<file path="src/rtl/core/qoi_pkg.sv">
// ----------------------------------------------------------------------------
// qoi_pkg
// Shared types, op codes and the colour index hash for the chunk decoder.
// ----------------------------------------------------------------------------
package qoi_pkg;

  // One RGBA pixel, red in the top byte
  typedef struct packed {
    logic [7:0] r;
    logic [7:0] g;
    logic [7:0] b;
    logic [7:0] a;
  } pixel_t;

  // Op still gathering payload bytes
  typedef enum logic [1:0] {
    OP_NONE = 2'd0,
    OP_RGB  = 2'd1,
    OP_RGBA = 2'd2,
    OP_LUMA = 2'd3
  } op_t;

  // Sequencer states
  typedef enum logic [1:0] {
    ST_IDLE  = 2'd0,
    ST_INDEX = 2'd1,
    ST_RUN   = 2'd2
  } state_t;

  // Two-bit op tags in the top of a chunk byte
  localparam logic [1:0] TAG_INDEX = 2'b00;
  localparam logic [1:0] TAG_DIFF  = 2'b01;
  localparam logic [1:0] TAG_LUMA  = 2'b10;
  localparam logic [1:0] TAG_RUN   = 2'b11;

  // Full-byte op codes
  localparam logic [7:0] BYTE_RGB  = 8'hFE;
  localparam logic [7:0] BYTE_RGBA = 8'hFF;

  // Argument field of a tagged byte
  localparam int unsigned ARG_W = 6;

  // Delta biases (LUMA red/blue fold the green and the nibble bias together)
  localparam logic [7:0] DIFF_BIAS   = 8'd2;
  localparam logic [7:0] LUMA_G_BIAS = 8'd32;
  localparam logic [7:0] LUMA_RB_BIAS = 8'd40;

  // Previous pixel at the start of an image
  localparam pixel_t PIXEL_INIT = '{r: 8'd0, g: 8'd0, b: 8'd0, a: 8'd255};

  // Width of the raw hash sum: 26 * 255 fits in 13 bits
  localparam int unsigned HASH_W = 13;

  // Raw hash sum 3r + 5g + 7b + 11a; callers keep the low index bits
  function automatic logic [HASH_W-1:0] px_hash(input pixel_t p);
    logic [HASH_W-1:0] sum;
    sum = HASH_W'(p.r) * HASH_W'(3) + HASH_W'(p.g) * HASH_W'(5)
        + HASH_W'(p.b) * HASH_W'(7) + HASH_W'(p.a) * HASH_W'(11);
    return sum;
  endfunction

endpackage

</file>
<file path="src/rtl/core/qoi_ram.sv">
// ----------------------------------------------------------------------------
// qoi_ram
// Generic single-write, single-read RAM with a registered read port.
// ----------------------------------------------------------------------------
module qoi_ram #(
  parameter int unsigned WIDTH = 32,
  parameter int unsigned DEPTH = 64
) (
  input  logic                     clk,
  input  logic                     we,
  input  logic [$clog2(DEPTH)-1:0] waddr,
  input  logic [WIDTH-1:0]         wdata,
  input  logic                     re,
  input  logic [$clog2(DEPTH)-1:0] raddr,
  output logic [WIDTH-1:0]         rdata
);

  logic [WIDTH-1:0] mem [DEPTH];

  // Write port
  always_ff @(posedge clk) begin
    if (we) begin
      mem[waddr] <= wdata;
    end
  end

  // Registered read port
  always_ff @(posedge clk) begin
    if (re) begin
      rdata <= mem[raddr];
    end
  end

endmodule

</file>
<file path="src/rtl/core/qoi_chunk_decoder_core.sv">
// ----------------------------------------------------------------------------
// qoi_chunk_decoder_core
// Decodes a QOI chunk stream, one byte per transfer, into RGBA pixels.
// ----------------------------------------------------------------------------
//
//  channel | direction | handshake          | payload
//  --------+-----------+--------------------+---------------------------------
//  in_     | input     | in_valid/in_stall  | code_byte, image_start
//  out_    | output    | out_valid/out_stall| red, green, blue, alpha,
//          |           |                    | last_of_run
//
// Sequencing: RGB, RGBA, DIFF and LUMA bytes are handled in ST_IDLE. An INDEX
// byte waits in ST_INDEX for the registered read of the colour index RAM.
// A RUN byte with argument l emits l+1 pixels through the output register.
// Reset: synchronous; valid flops of the colour index clear at once, so no
// clearing pass is needed. Stalls: out_stall holds the output register; the
// input stalls while a run or an index read is in progress or the output is
// full and held.
module qoi_chunk_decoder_core #(
  parameter int unsigned INDEX_ENTRIES = 64
) (
  input  logic       clk,
  input  logic       rst_n,
  // Chunk byte input
  input  logic       in_valid,
  output logic       in_stall,
  input  logic [7:0] in_code_byte,
  input  logic       in_image_start,
  // Pixel output
  output logic       out_valid,
  input  logic       out_stall,
  output logic [7:0] out_red,
  output logic [7:0] out_green,
  output logic [7:0] out_blue,
  output logic [7:0] out_alpha,
  output logic       out_last_of_run
);

  import qoi_pkg::*;

  localparam int unsigned IDX_W = $clog2(INDEX_ENTRIES);

  // Control state
  state_t            state_r, state_nxt;
  op_t               pend_op_r, pend_op_nxt;
  logic [1:0]        pend_cnt_r, pend_cnt_nxt;
  logic [ARG_W-1:0]  run_left_r, run_left_nxt;
  logic              out_valid_r, out_valid_nxt;
  logic [INDEX_ENTRIES-1:0] valid_r, valid_nxt;

  // Payload state
  pixel_t            prev_r, prev_nxt;
  logic [23:0]       gath_r, gath_nxt;
  logic [ARG_W-1:0]  luma_dg_r, luma_dg_nxt;
  logic [IDX_W-1:0]  idx_addr_r, idx_addr_nxt;
  pixel_t            out_px_r, out_px_nxt;
  logic              out_last_r, out_last_nxt;

  // Handshake and decode
  logic              acc;
  logic              drain_ok;
  pixel_t            prev_eff;
  op_t               pend_eff;
  logic [1:0]        tag;
  logic [ARG_W-1:0]  arg;
  logic              full_op;

  // Index RAM
  logic              ram_we;
  pixel_t            ram_wdata;
  logic [IDX_W-1:0]  ram_waddr;
  pixel_t            ram_rdata;
  pixel_t            idx_px;
  logic [HASH_W-1:0] wr_hash;

  assign drain_ok = !out_valid_r || !out_stall;
  assign in_stall = !((state_r == ST_IDLE) && drain_ok);
  assign acc      = in_valid && !in_stall;

  assign prev_eff = in_image_start ? PIXEL_INIT : prev_r;
  assign pend_eff = in_image_start ? OP_NONE : pend_op_r;
  assign tag      = in_code_byte[7:6];
  assign arg      = in_code_byte[ARG_W-1:0];
  assign full_op  = (in_code_byte == BYTE_RGB) || (in_code_byte == BYTE_RGBA);

  // Entry that was never written since the image start reads as zero
  assign idx_px = valid_r[idx_addr_r] ? ram_rdata : '0;

  // Next state
  always_comb begin
    state_nxt = state_r;
    unique case (state_r)
      ST_IDLE: begin
        if (acc && (pend_eff == OP_NONE) && !full_op) begin
          if (tag == TAG_INDEX) begin
            state_nxt = ST_INDEX;
          end else if ((tag == TAG_RUN) && (arg != '0)) begin
            state_nxt = ST_RUN;
          end
        end
      end
      ST_INDEX: state_nxt = ST_IDLE;
      ST_RUN: begin
        if (drain_ok && (run_left_r == ARG_W'(1))) begin
          state_nxt = ST_IDLE;
        end
      end
      default: state_nxt = ST_IDLE;
    endcase
  end

  // Datapath: gather bytes, build pixels, load the output register
  always_comb begin
    logic   emit;
    pixel_t emit_px;
    logic   emit_last;
    logic   run_wr;

    emit      = 1'b0;
    emit_px   = prev_eff;
    emit_last = 1'b1;
    run_wr    = 1'b0;

    pend_op_nxt  = pend_op_r;
    pend_cnt_nxt = pend_cnt_r;
    gath_nxt     = gath_r;
    luma_dg_nxt  = luma_dg_r;
    idx_addr_nxt = idx_addr_r;
    run_left_nxt = run_left_r;
    prev_nxt     = prev_r;

    if (acc) begin
      if (in_image_start) begin
        prev_nxt     = PIXEL_INIT;
        pend_op_nxt  = OP_NONE;
        pend_cnt_nxt = '0;
      end
      unique case (pend_eff)
        OP_RGB, OP_RGBA: begin
          // Collect one channel; the final byte goes straight to the pixel
          unique case (pend_cnt_r & {2{pend_op_r == pend_eff}})
            2'd0:    gath_nxt[23:16] = in_code_byte;
            2'd1:    gath_nxt[15:8]  = in_code_byte;
            2'd2:    gath_nxt[7:0]   = in_code_byte;
            default: gath_nxt        = gath_r;
          endcase
          if ((pend_eff == OP_RGB) && (pend_cnt_r == 2'd2)) begin
            emit         = 1'b1;
            emit_px      = '{r: gath_r[23:16], g: gath_r[15:8], b: in_code_byte,
                             a: prev_eff.a};
            pend_op_nxt  = OP_NONE;
            pend_cnt_nxt = '0;
          end else if ((pend_eff == OP_RGBA) && (pend_cnt_r == 2'd3)) begin
            emit         = 1'b1;
            emit_px      = '{r: gath_r[23:16], g: gath_r[15:8], b: gath_r[7:0],
                             a: in_code_byte};
            pend_op_nxt  = OP_NONE;
            pend_cnt_nxt = '0;
          end else begin
            pend_cnt_nxt = pend_cnt_r + 2'd1;
          end
        end
        OP_LUMA: begin
          // Second LUMA byte: red and blue offsets relative to green
          emit         = 1'b1;
          emit_px.r    = prev_eff.r + 8'(luma_dg_r) + 8'(in_code_byte[7:4]) - LUMA_RB_BIAS;
          emit_px.g    = prev_eff.g + 8'(luma_dg_r) - LUMA_G_BIAS;
          emit_px.b    = prev_eff.b + 8'(luma_dg_r) + 8'(in_code_byte[3:0]) - LUMA_RB_BIAS;
          emit_px.a    = prev_eff.a;
          pend_op_nxt  = OP_NONE;
          pend_cnt_nxt = '0;
        end
        OP_NONE: begin
          if (full_op) begin
            pend_op_nxt  = (in_code_byte == BYTE_RGB) ? OP_RGB : OP_RGBA;
            pend_cnt_nxt = '0;
          end else begin
            unique case (tag)
              TAG_INDEX: idx_addr_nxt = in_code_byte[IDX_W-1:0];
              TAG_DIFF: begin
                emit      = 1'b1;
                emit_px.r = prev_eff.r + 8'(in_code_byte[5:4]) - DIFF_BIAS;
                emit_px.g = prev_eff.g + 8'(in_code_byte[3:2]) - DIFF_BIAS;
                emit_px.b = prev_eff.b + 8'(in_code_byte[1:0]) - DIFF_BIAS;
                emit_px.a = prev_eff.a;
              end
              TAG_LUMA: begin
                luma_dg_nxt  = arg;
                pend_op_nxt  = OP_LUMA;
                pend_cnt_nxt = '0;
              end
              TAG_RUN: begin
                // First run pixel now, the rest from the run counter
                run_wr       = 1'b1;
                emit_px      = prev_eff;
                emit_last    = (arg == '0);
                run_left_nxt = arg;
              end
              default: emit = 1'b0;
            endcase
          end
        end
        default: emit = 1'b0;
      endcase
    end else if (state_r == ST_INDEX) begin
      emit    = 1'b1;
      emit_px = idx_px;
    end else if ((state_r == ST_RUN) && drain_ok) begin
      emit_px      = prev_r;
      emit_last    = (run_left_r == ARG_W'(1));
      run_left_nxt = run_left_r - ARG_W'(1);
    end

    if (emit) begin
      prev_nxt = emit_px;
    end

    // Colour index write: every decoded pixel, and the run pixel once
    wr_hash   = px_hash(emit_px);
    ram_we    = emit || run_wr;
    ram_wdata = emit_px;
    ram_waddr = wr_hash[IDX_W-1:0];

    // Output register
    if (emit || run_wr || ((state_r == ST_RUN) && drain_ok)) begin
      out_valid_nxt = 1'b1;
      out_px_nxt    = emit_px;
      out_last_nxt  = emit_last;
    end else begin
      out_valid_nxt = out_valid_r && out_stall;
      out_px_nxt    = out_px_r;
      out_last_nxt  = out_last_r;
    end
  end

  // Control registers
  always_ff @(posedge clk) begin
    if (!rst_n) begin
      state_r     <= ST_IDLE;
      pend_op_r   <= OP_NONE;
      pend_cnt_r  <= '0;
      run_left_r  <= '0;
      out_valid_r <= 1'b0;
      prev_r      <= PIXEL_INIT;
    end else begin
      state_r     <= state_nxt;
      pend_op_r   <= pend_op_nxt;
      pend_cnt_r  <= pend_cnt_nxt;
      run_left_r  <= run_left_nxt;
      out_valid_r <= out_valid_nxt;
      prev_r      <= prev_nxt;
    end
  end

  // Index valid bits: drop all at image start, set on each write
  always_comb begin
    valid_nxt = valid_r;
    if (acc && in_image_start) begin
      valid_nxt = '0;
    end
    if (ram_we) begin
      valid_nxt[ram_waddr] = 1'b1;
    end
  end

  always_ff @(posedge clk) begin
    if (!rst_n) begin
      valid_r <= '0;
    end else begin
      valid_r <= valid_nxt;
    end
  end

  // Payload registers
  always_ff @(posedge clk) begin
    gath_r     <= gath_nxt;
    luma_dg_r  <= luma_dg_nxt;
    idx_addr_r <= idx_addr_nxt;
    out_px_r   <= out_px_nxt;
    out_last_r <= out_last_nxt;
  end

  // Colour index; a write always lands before any read
  // of the next byte, so no forwarding path is needed
  qoi_ram #(
    .WIDTH ($bits(pixel_t)),
    .DEPTH (INDEX_ENTRIES)
  ) u_index_ram (
    .clk   (clk),
    .we    (ram_we),
    .waddr (ram_waddr),
    .wdata (ram_wdata),
    .re    (acc),
    .raddr (in_code_byte[IDX_W-1:0]),
    .rdata (ram_rdata)
  );

  assign out_valid       = out_valid_r;
  assign out_red         = out_px_r.r;
  assign out_green       = out_px_r.g;
  assign out_blue        = out_px_r.b;
  assign out_alpha       = out_px_r.a;
  assign out_last_of_run = out_last_r;

  // Checks
  a_run_left_nonzero: assert property (@(posedge clk) disable iff (!rst_n)
    (state_r == ST_RUN) |-> (run_left_r != '0))
    else $error("run state with no pixels left");

  a_index_out_free: assert property (@(posedge clk) disable iff (!rst_n)
    (state_r == ST_INDEX) |-> !out_valid_r)
    else $error("output register busy when index data returns");

  a_write_sets_valid: assert property (@(posedge clk) disable iff (!rst_n)
    ram_we |=> valid_r[$past(ram_waddr)])
    else $error("index write did not mark its entry valid");

  a_start_clears: assert property (@(posedge clk) disable iff (!rst_n)
    (acc && in_image_start && !ram_we) |=> (valid_r == '0))
    else $error("image start left index entries valid");

endmodule
</file>
<file path="config.mk">
export PLATFORM = sky130hd
export DESIGN_NAME = qoi_chunk_decoder_core
export DESIGN_NICKNAME = d
export VERILOG_FILES = /design/src/rtl/core/qoi_pkg.sv /design/src/rtl/core/qoi_ram.sv /design/src/rtl/core/qoi_chunk_decoder_core.sv
export SDC_FILE = /design/constraint.sdc
export NUM_CORES = 2
export LEC_CHECK = 0
export BUFFER_PORTS_ARGS = -buffer_cell sky130_fd_sc_hd__buf_2
export CORE_UTILIZATION = 35
export DETAILED_ROUTE_END_ITERATION = 8
export PLACE_DENSITY_LB_ADDON = 0.12
export SYNTH_ARGS = -nofsm -noshare
export SYNTH_HDL_FRONTEND = slang
export SYNTH_SLANG_ARGS = --single-unit
export TNS_END_PERCENT = 30
</file>
<file path="constraint.sdc">
create_clock -name clk -period 11.4 [get_ports clk]
set_input_delay 1.14 -clock clk [delete_from_list [all_inputs] [get_ports clk]]
set_output_delay 1.14 -clock clk [all_outputs]
set_load 0.01 [all_outputs]
</file>
==> summary by stage <==
Logic synthesis
The number of synthesized flops with an enable pin is 2149. The instance count of the mapped netlist is 4337. Counting flops and latches in the post-synthesis netlist gives 2258.

The dominant synthesized flop cell is sky130_fd_sc_hd__edfxtp_1. The cell area that synthesis handed to floorplanning was approximately 91000 um^2. The number of library cell types mapped by synthesis is 78. By area the synthesized netlist is led by sky130_fd_sc_hd__edfxtp_1 71%, sky130_fd_sc_hd__mux4_2 17%, sky130_fd_sc_hd__dfxtp_1 2.4%. The leading cell type by number of instances after synthesis is sky130_fd_sc_hd__edfxtp_1.

The register area share after synthesis is 73.67%. The synthesized design spends more area on one cell type than any other, namely sky130_fd_sc_hd__edfxtp_1. The top cell type by area accounts for 71.26% of the synthesized area.

The post-synthesis net count is 4476. Dividing the synthesized area by the synthesized cell count gives 20.88 um^2. The number of warnings reported in the yosys synthesis log is 0.

The commonest cells after synthesis are 2149 x sky130_fd_sc_hd__edfxtp_1, 682 x sky130_fd_sc_hd__mux4_2, 219 x sky130_fd_sc_hd__nand2_1, 163 x sky130_fd_sc_hd__clkbuf_1, 120 x sky130_fd_sc_hd__inv_1. After synthesis, the share of flip-flops with an asynchronous set or reset is 0%.

Detailed routing
For this block, the routed nets add up to 261.4 mm of wire. The detailed router finished its first iteration with 4597 violations. The overall via count from detail_route is 43881. After detailed routing, the number of remaining DRC violations is 0.

For this run, the detailed router's first-pass iteration total came to 6. In this run the remaining antenna-violating nets after routing total 0. The number of vias per cell after detailed routing is 5.386.

Dividing the detail-routed wire length by the instance count gives 32.09 um.

Worst setup path
Data on the critical path arrives at its endpoint at 10630 ps. The biggest cell delay along the critical path is 880 ps. The critical path endpoint category is a register. In this run the worst path has a maximum fanout of 26.

For the worst setup path, the data required time is 11900 ps. The critical setup path kind is primary input to register. For flop-to-flop paths, the worst setup slack is 1360 ps. The category of the worst setup path launch point is a primary input. On the critical path, the stage with the largest delay is an instance of sky130_fd_sc_hd__a2111oi_0. The most numerous cell type found on the critical path is sky130_fd_sc_hd__fa_1.

Place
The routability-driven placement congestion ratio is 0.8305. The pre-CTS worst setup slack is 536.4 ps. The quantity of I/O buffers inserted on ports is 47. Summed over all nets, the half-perimeter wirelength after detailed placement is 167.2 mm.

STA
Setup slack closes at 1277 ps. Setup repair after global routing left no endpoint under its margin. The final hold violation count is 0. The worst pin sits at a relative slew slack of 16.54%. The worst-margin pin slew is 1252 ps.

Adding up every negative setup slack in the final design gives 0 ps. The clock period could shrink to between 10000 and 15000 ps. On the final layout, the worst hold slack is 442.1 ps. The share of the clock period used by the worst path is 88.80%. On the final layout, the worst clock skew is 32.21 ps. The number of pins with negative max-slew slack in the final report is 0. The maximum achievable frequency is just under 100 MHz.

Setup violations remaining at the end of the flow were counted as 0.

Layout
Summing all multi-input logic gate instances after layout gives roughly 23000 um^2. The net count of the finished layout is 4702. The total of fill cells in the finished design is roughly 23000. The post-route netlist has between 20% and 30% of its cells at a drive strength greater than 1. The layout overhead on the synthesized area is 14.47%. The sequential cells in the finished layout cover a total of 66710 um^2.

Floorplanning
The initial core utilization is 35.25%. The number of top-level pins is 48. The number of standard-cell rows in the floorplan is ~190.

The floorplan step set the die height to 510.7 um. The floorplan step defined a core boundary enclosing 256900 um^2. The die covers approximately 260000 um^2. Measured along the x axis, the die boundary spans 510.7 um.

Clock tree
The maximum root-to-sink buffer count is 3. The post-CTS setup buffer count is 0. TritonCTS created 234 clock buffers. The number of cells upsized or downsized after cts is 0.

The latest clock arrival within the worst-skew pair is 860 ps. TritonCTS built the clock tree. Clock-pin slew was measured on the worst setup and hold paths at 60 ps. The tree built by TritonCTS fans out to 2258 sinks. The CTS H-tree depth is 4.

The root buffer cell is sky130_fd_sc_hd__clkbuf_16. For this design, the CTS-stage hold fixing added 0 buffers.

Global routing
The residual overflow from global routing is 0. The number of antenna violations at the first check in global routing is 49. Entering global routing, the biggest net connects 95 pins. The number of global-route vias before repair is ~45000. The global routing usage summed across all routing layers is 20.00%. The first global-routing pass estimated ~370 mm of wire.

Power
The worst-case IR drop observed on VDD is 0.001336 V. Summed over all cells, the static leakage comes to 32.86 nW. The areal power density over the cells is ~240 nW/um^2. The design draws 24.70 mW.

Worst hold path
The tightest min-delay check is of the register to register type.

Status
The flow ran to the end, and the final reports show no timing, DRC or antenna violations.

Run
Across the run, the number of max-cap violations was 0.
## placed cells by master (no fill, tap or decap), types with 9 or more instances in the layout
cell / synthesis / final
sky130_fd_sc_hd__a211oi_1: 9 / 9
sky130_fd_sc_hd__buf_4: 2 / 141
sky130_fd_sc_hd__a21o_1: 18 / 13
sky130_fd_sc_hd__nor3_1: 18 / 18
sky130_fd_sc_hd__clkbuf_1: 163 / 66
sky130_fd_sc_hd__o21ai_0: 64 / 63
sky130_fd_sc_hd__inv_1: 120 / 114
sky130_fd_sc_hd__a31oi_1: 11 / 11
sky130_fd_sc_hd__xor2_1: 10 / 10
sky130_fd_sc_hd__a21boi_0: 10 / 9
sky130_fd_sc_hd__nand2b_1: 11 / 11
sky130_fd_sc_hd__mux4_2: 682 / 682
sky130_fd_sc_hd__o22ai_1: 9 / 9
sky130_fd_sc_hd__clkbuf_16: 0 / 237
sky130_fd_sc_hd__xnor2_1: 33 / 33
sky130_fd_sc_hd__buf_12: 0 / 40
sky130_fd_sc_hd__nor2_1: 100 / 62
sky130_fd_sc_hd__o21ai_1: 60 / 58
sky130_fd_sc_hd__clkinv_2: 0 / 37
sky130_fd_sc_hd__ha_1: 89 / 89
sky130_fd_sc_hd__a21oi_1: 61 / 60
sky130_fd_sc_hd__diode_2: 0 / 13
sky130_fd_sc_hd__mux2i_1: 18 / 18
sky130_fd_sc_hd__dfxtp_1: 109 / 109
sky130_fd_sc_hd__and2_1: 17 / 17
sky130_fd_sc_hd__o211ai_1: 12 / 12
sky130_fd_sc_hd__edfxtp_1: 2149 / 2149
sky130_fd_sc_hd__a22oi_1: 33 / 33
sky130_fd_sc_hd__fa_1: 37 / 37
sky130_fd_sc_hd__nor2_4: 0 / 36
sky130_fd_sc_hd__nor2b_1: 30 / 29
sky130_fd_sc_hd__o21bai_1: 9 / 9
sky130_fd_sc_hd__bufinv_16: 0 / 12
sky130_fd_sc_hd__and3_2: 0 / 28
sky130_fd_sc_hd__clkinv_1: 0 / 58
sky130_fd_sc_hd__a221oi_1: 16 / 16
sky130_fd_sc_hd__nand2_1: 219 / 217
sky130_fd_sc_hd__buf_2: 15 / 43
sky130_fd_sc_hd__nand3_1: 19 / 18
## sequential cells by signal, summed over array words and instances, names as in the netlist
signal             flops
u_index_ram.mem     2048
valid_r               64
prev_r                32
u_index_ram.rdata     32
gath_r                24
out_alpha              8
out_blue               8
out_green              8
out_red                8
idx_addr_r             6
luma_dg_r              6
run_left_r             6
pend_cnt_r             2
pend_op_r              2
state_r                2
out_last_of_run        1
out_valid              1
## metal layers
| layer | global-route usage, % | vias up | routed length, um |
|---|---|---|---|
| met3 | 3.803 | 316 | 17140 |
| li1 | - | 18431 | - |
| met2 | 31.72 | 1338 | 124200 |
| met1 | 28.51 | 23788 | 114300 |
| met5 | 0 | - | 52 |
| met4 | 4.588 | 8 | 5801 |
## final timing paths
kind / start / end / depth (start not counted)
max: in_image_start / u_index_ram.mem[41][14] / 30
min: valid_r[55] / valid_r[55] / 2
max reg2reg: idx_addr_r[0] / u_index_ram.mem[41][14] / 26
min reg2reg: valid_r[55] / valid_r[55] / 2
## where the power goes
group / switching [mW] / internal [mW] / total [mW]
registers: 0.287 / 10.7 / 11.0
logic: 4.80 / 1.70 / 6.50
clock network: 3.19 / 4.06 / 7.25
total: 8.28 / 16.4 / 24.7
## logic make-up (layout without fill, tap and decap cells)
logic type      Yosys count  in the layout  synth area share, %
mux                     704            704                17.21
buf+inv                 359            772                1.538
fa+ha+maj               126            126                2.048
simple gates            474            474                2.369
other cells               0             13                    0
compound gates          369            369                2.665
xor+xnor                 47             47               0.5043
flops                  2258           2258                73.67
## metrics by stage
stage | utilization (%) | area, um^2 | std cells
final | 40.35 | 103700 | 8147
after global placement | 37.55 | 96470 | 7711
after CTS | 40.33 | 103600 | 8134
after global routing | 40.34 | 103600 | 8136
after floorplan | - | 90560 | 4337
after detailed placement | 37.55 | 96470 | 7711
## cell type report
class / count / area share, %
Antenna cell: 13 / 0.03138
Multi-Input combinational cell: 1720 / 22.12
Timing Repair Buffer: 227 / 2.045
Clock buffer: 303 / 5.960
Sequential cell: 2258 / 64.36
Tap cell: 3384 / 4.084
Clock inverter: 120 / 0.9463
Inverter: 122 / 0.4538
## critical path: cells and delay by family
kind | cells | cell delay (ps)
xor+xnor | 5 | 1340
compound gates | 6 | 2010
simple gates | 2 | 450
buf+inv | 7 | 1400
fa+ha+maj | 10 | 4220
No activity file was read; power rests on OpenSTA's default activity.
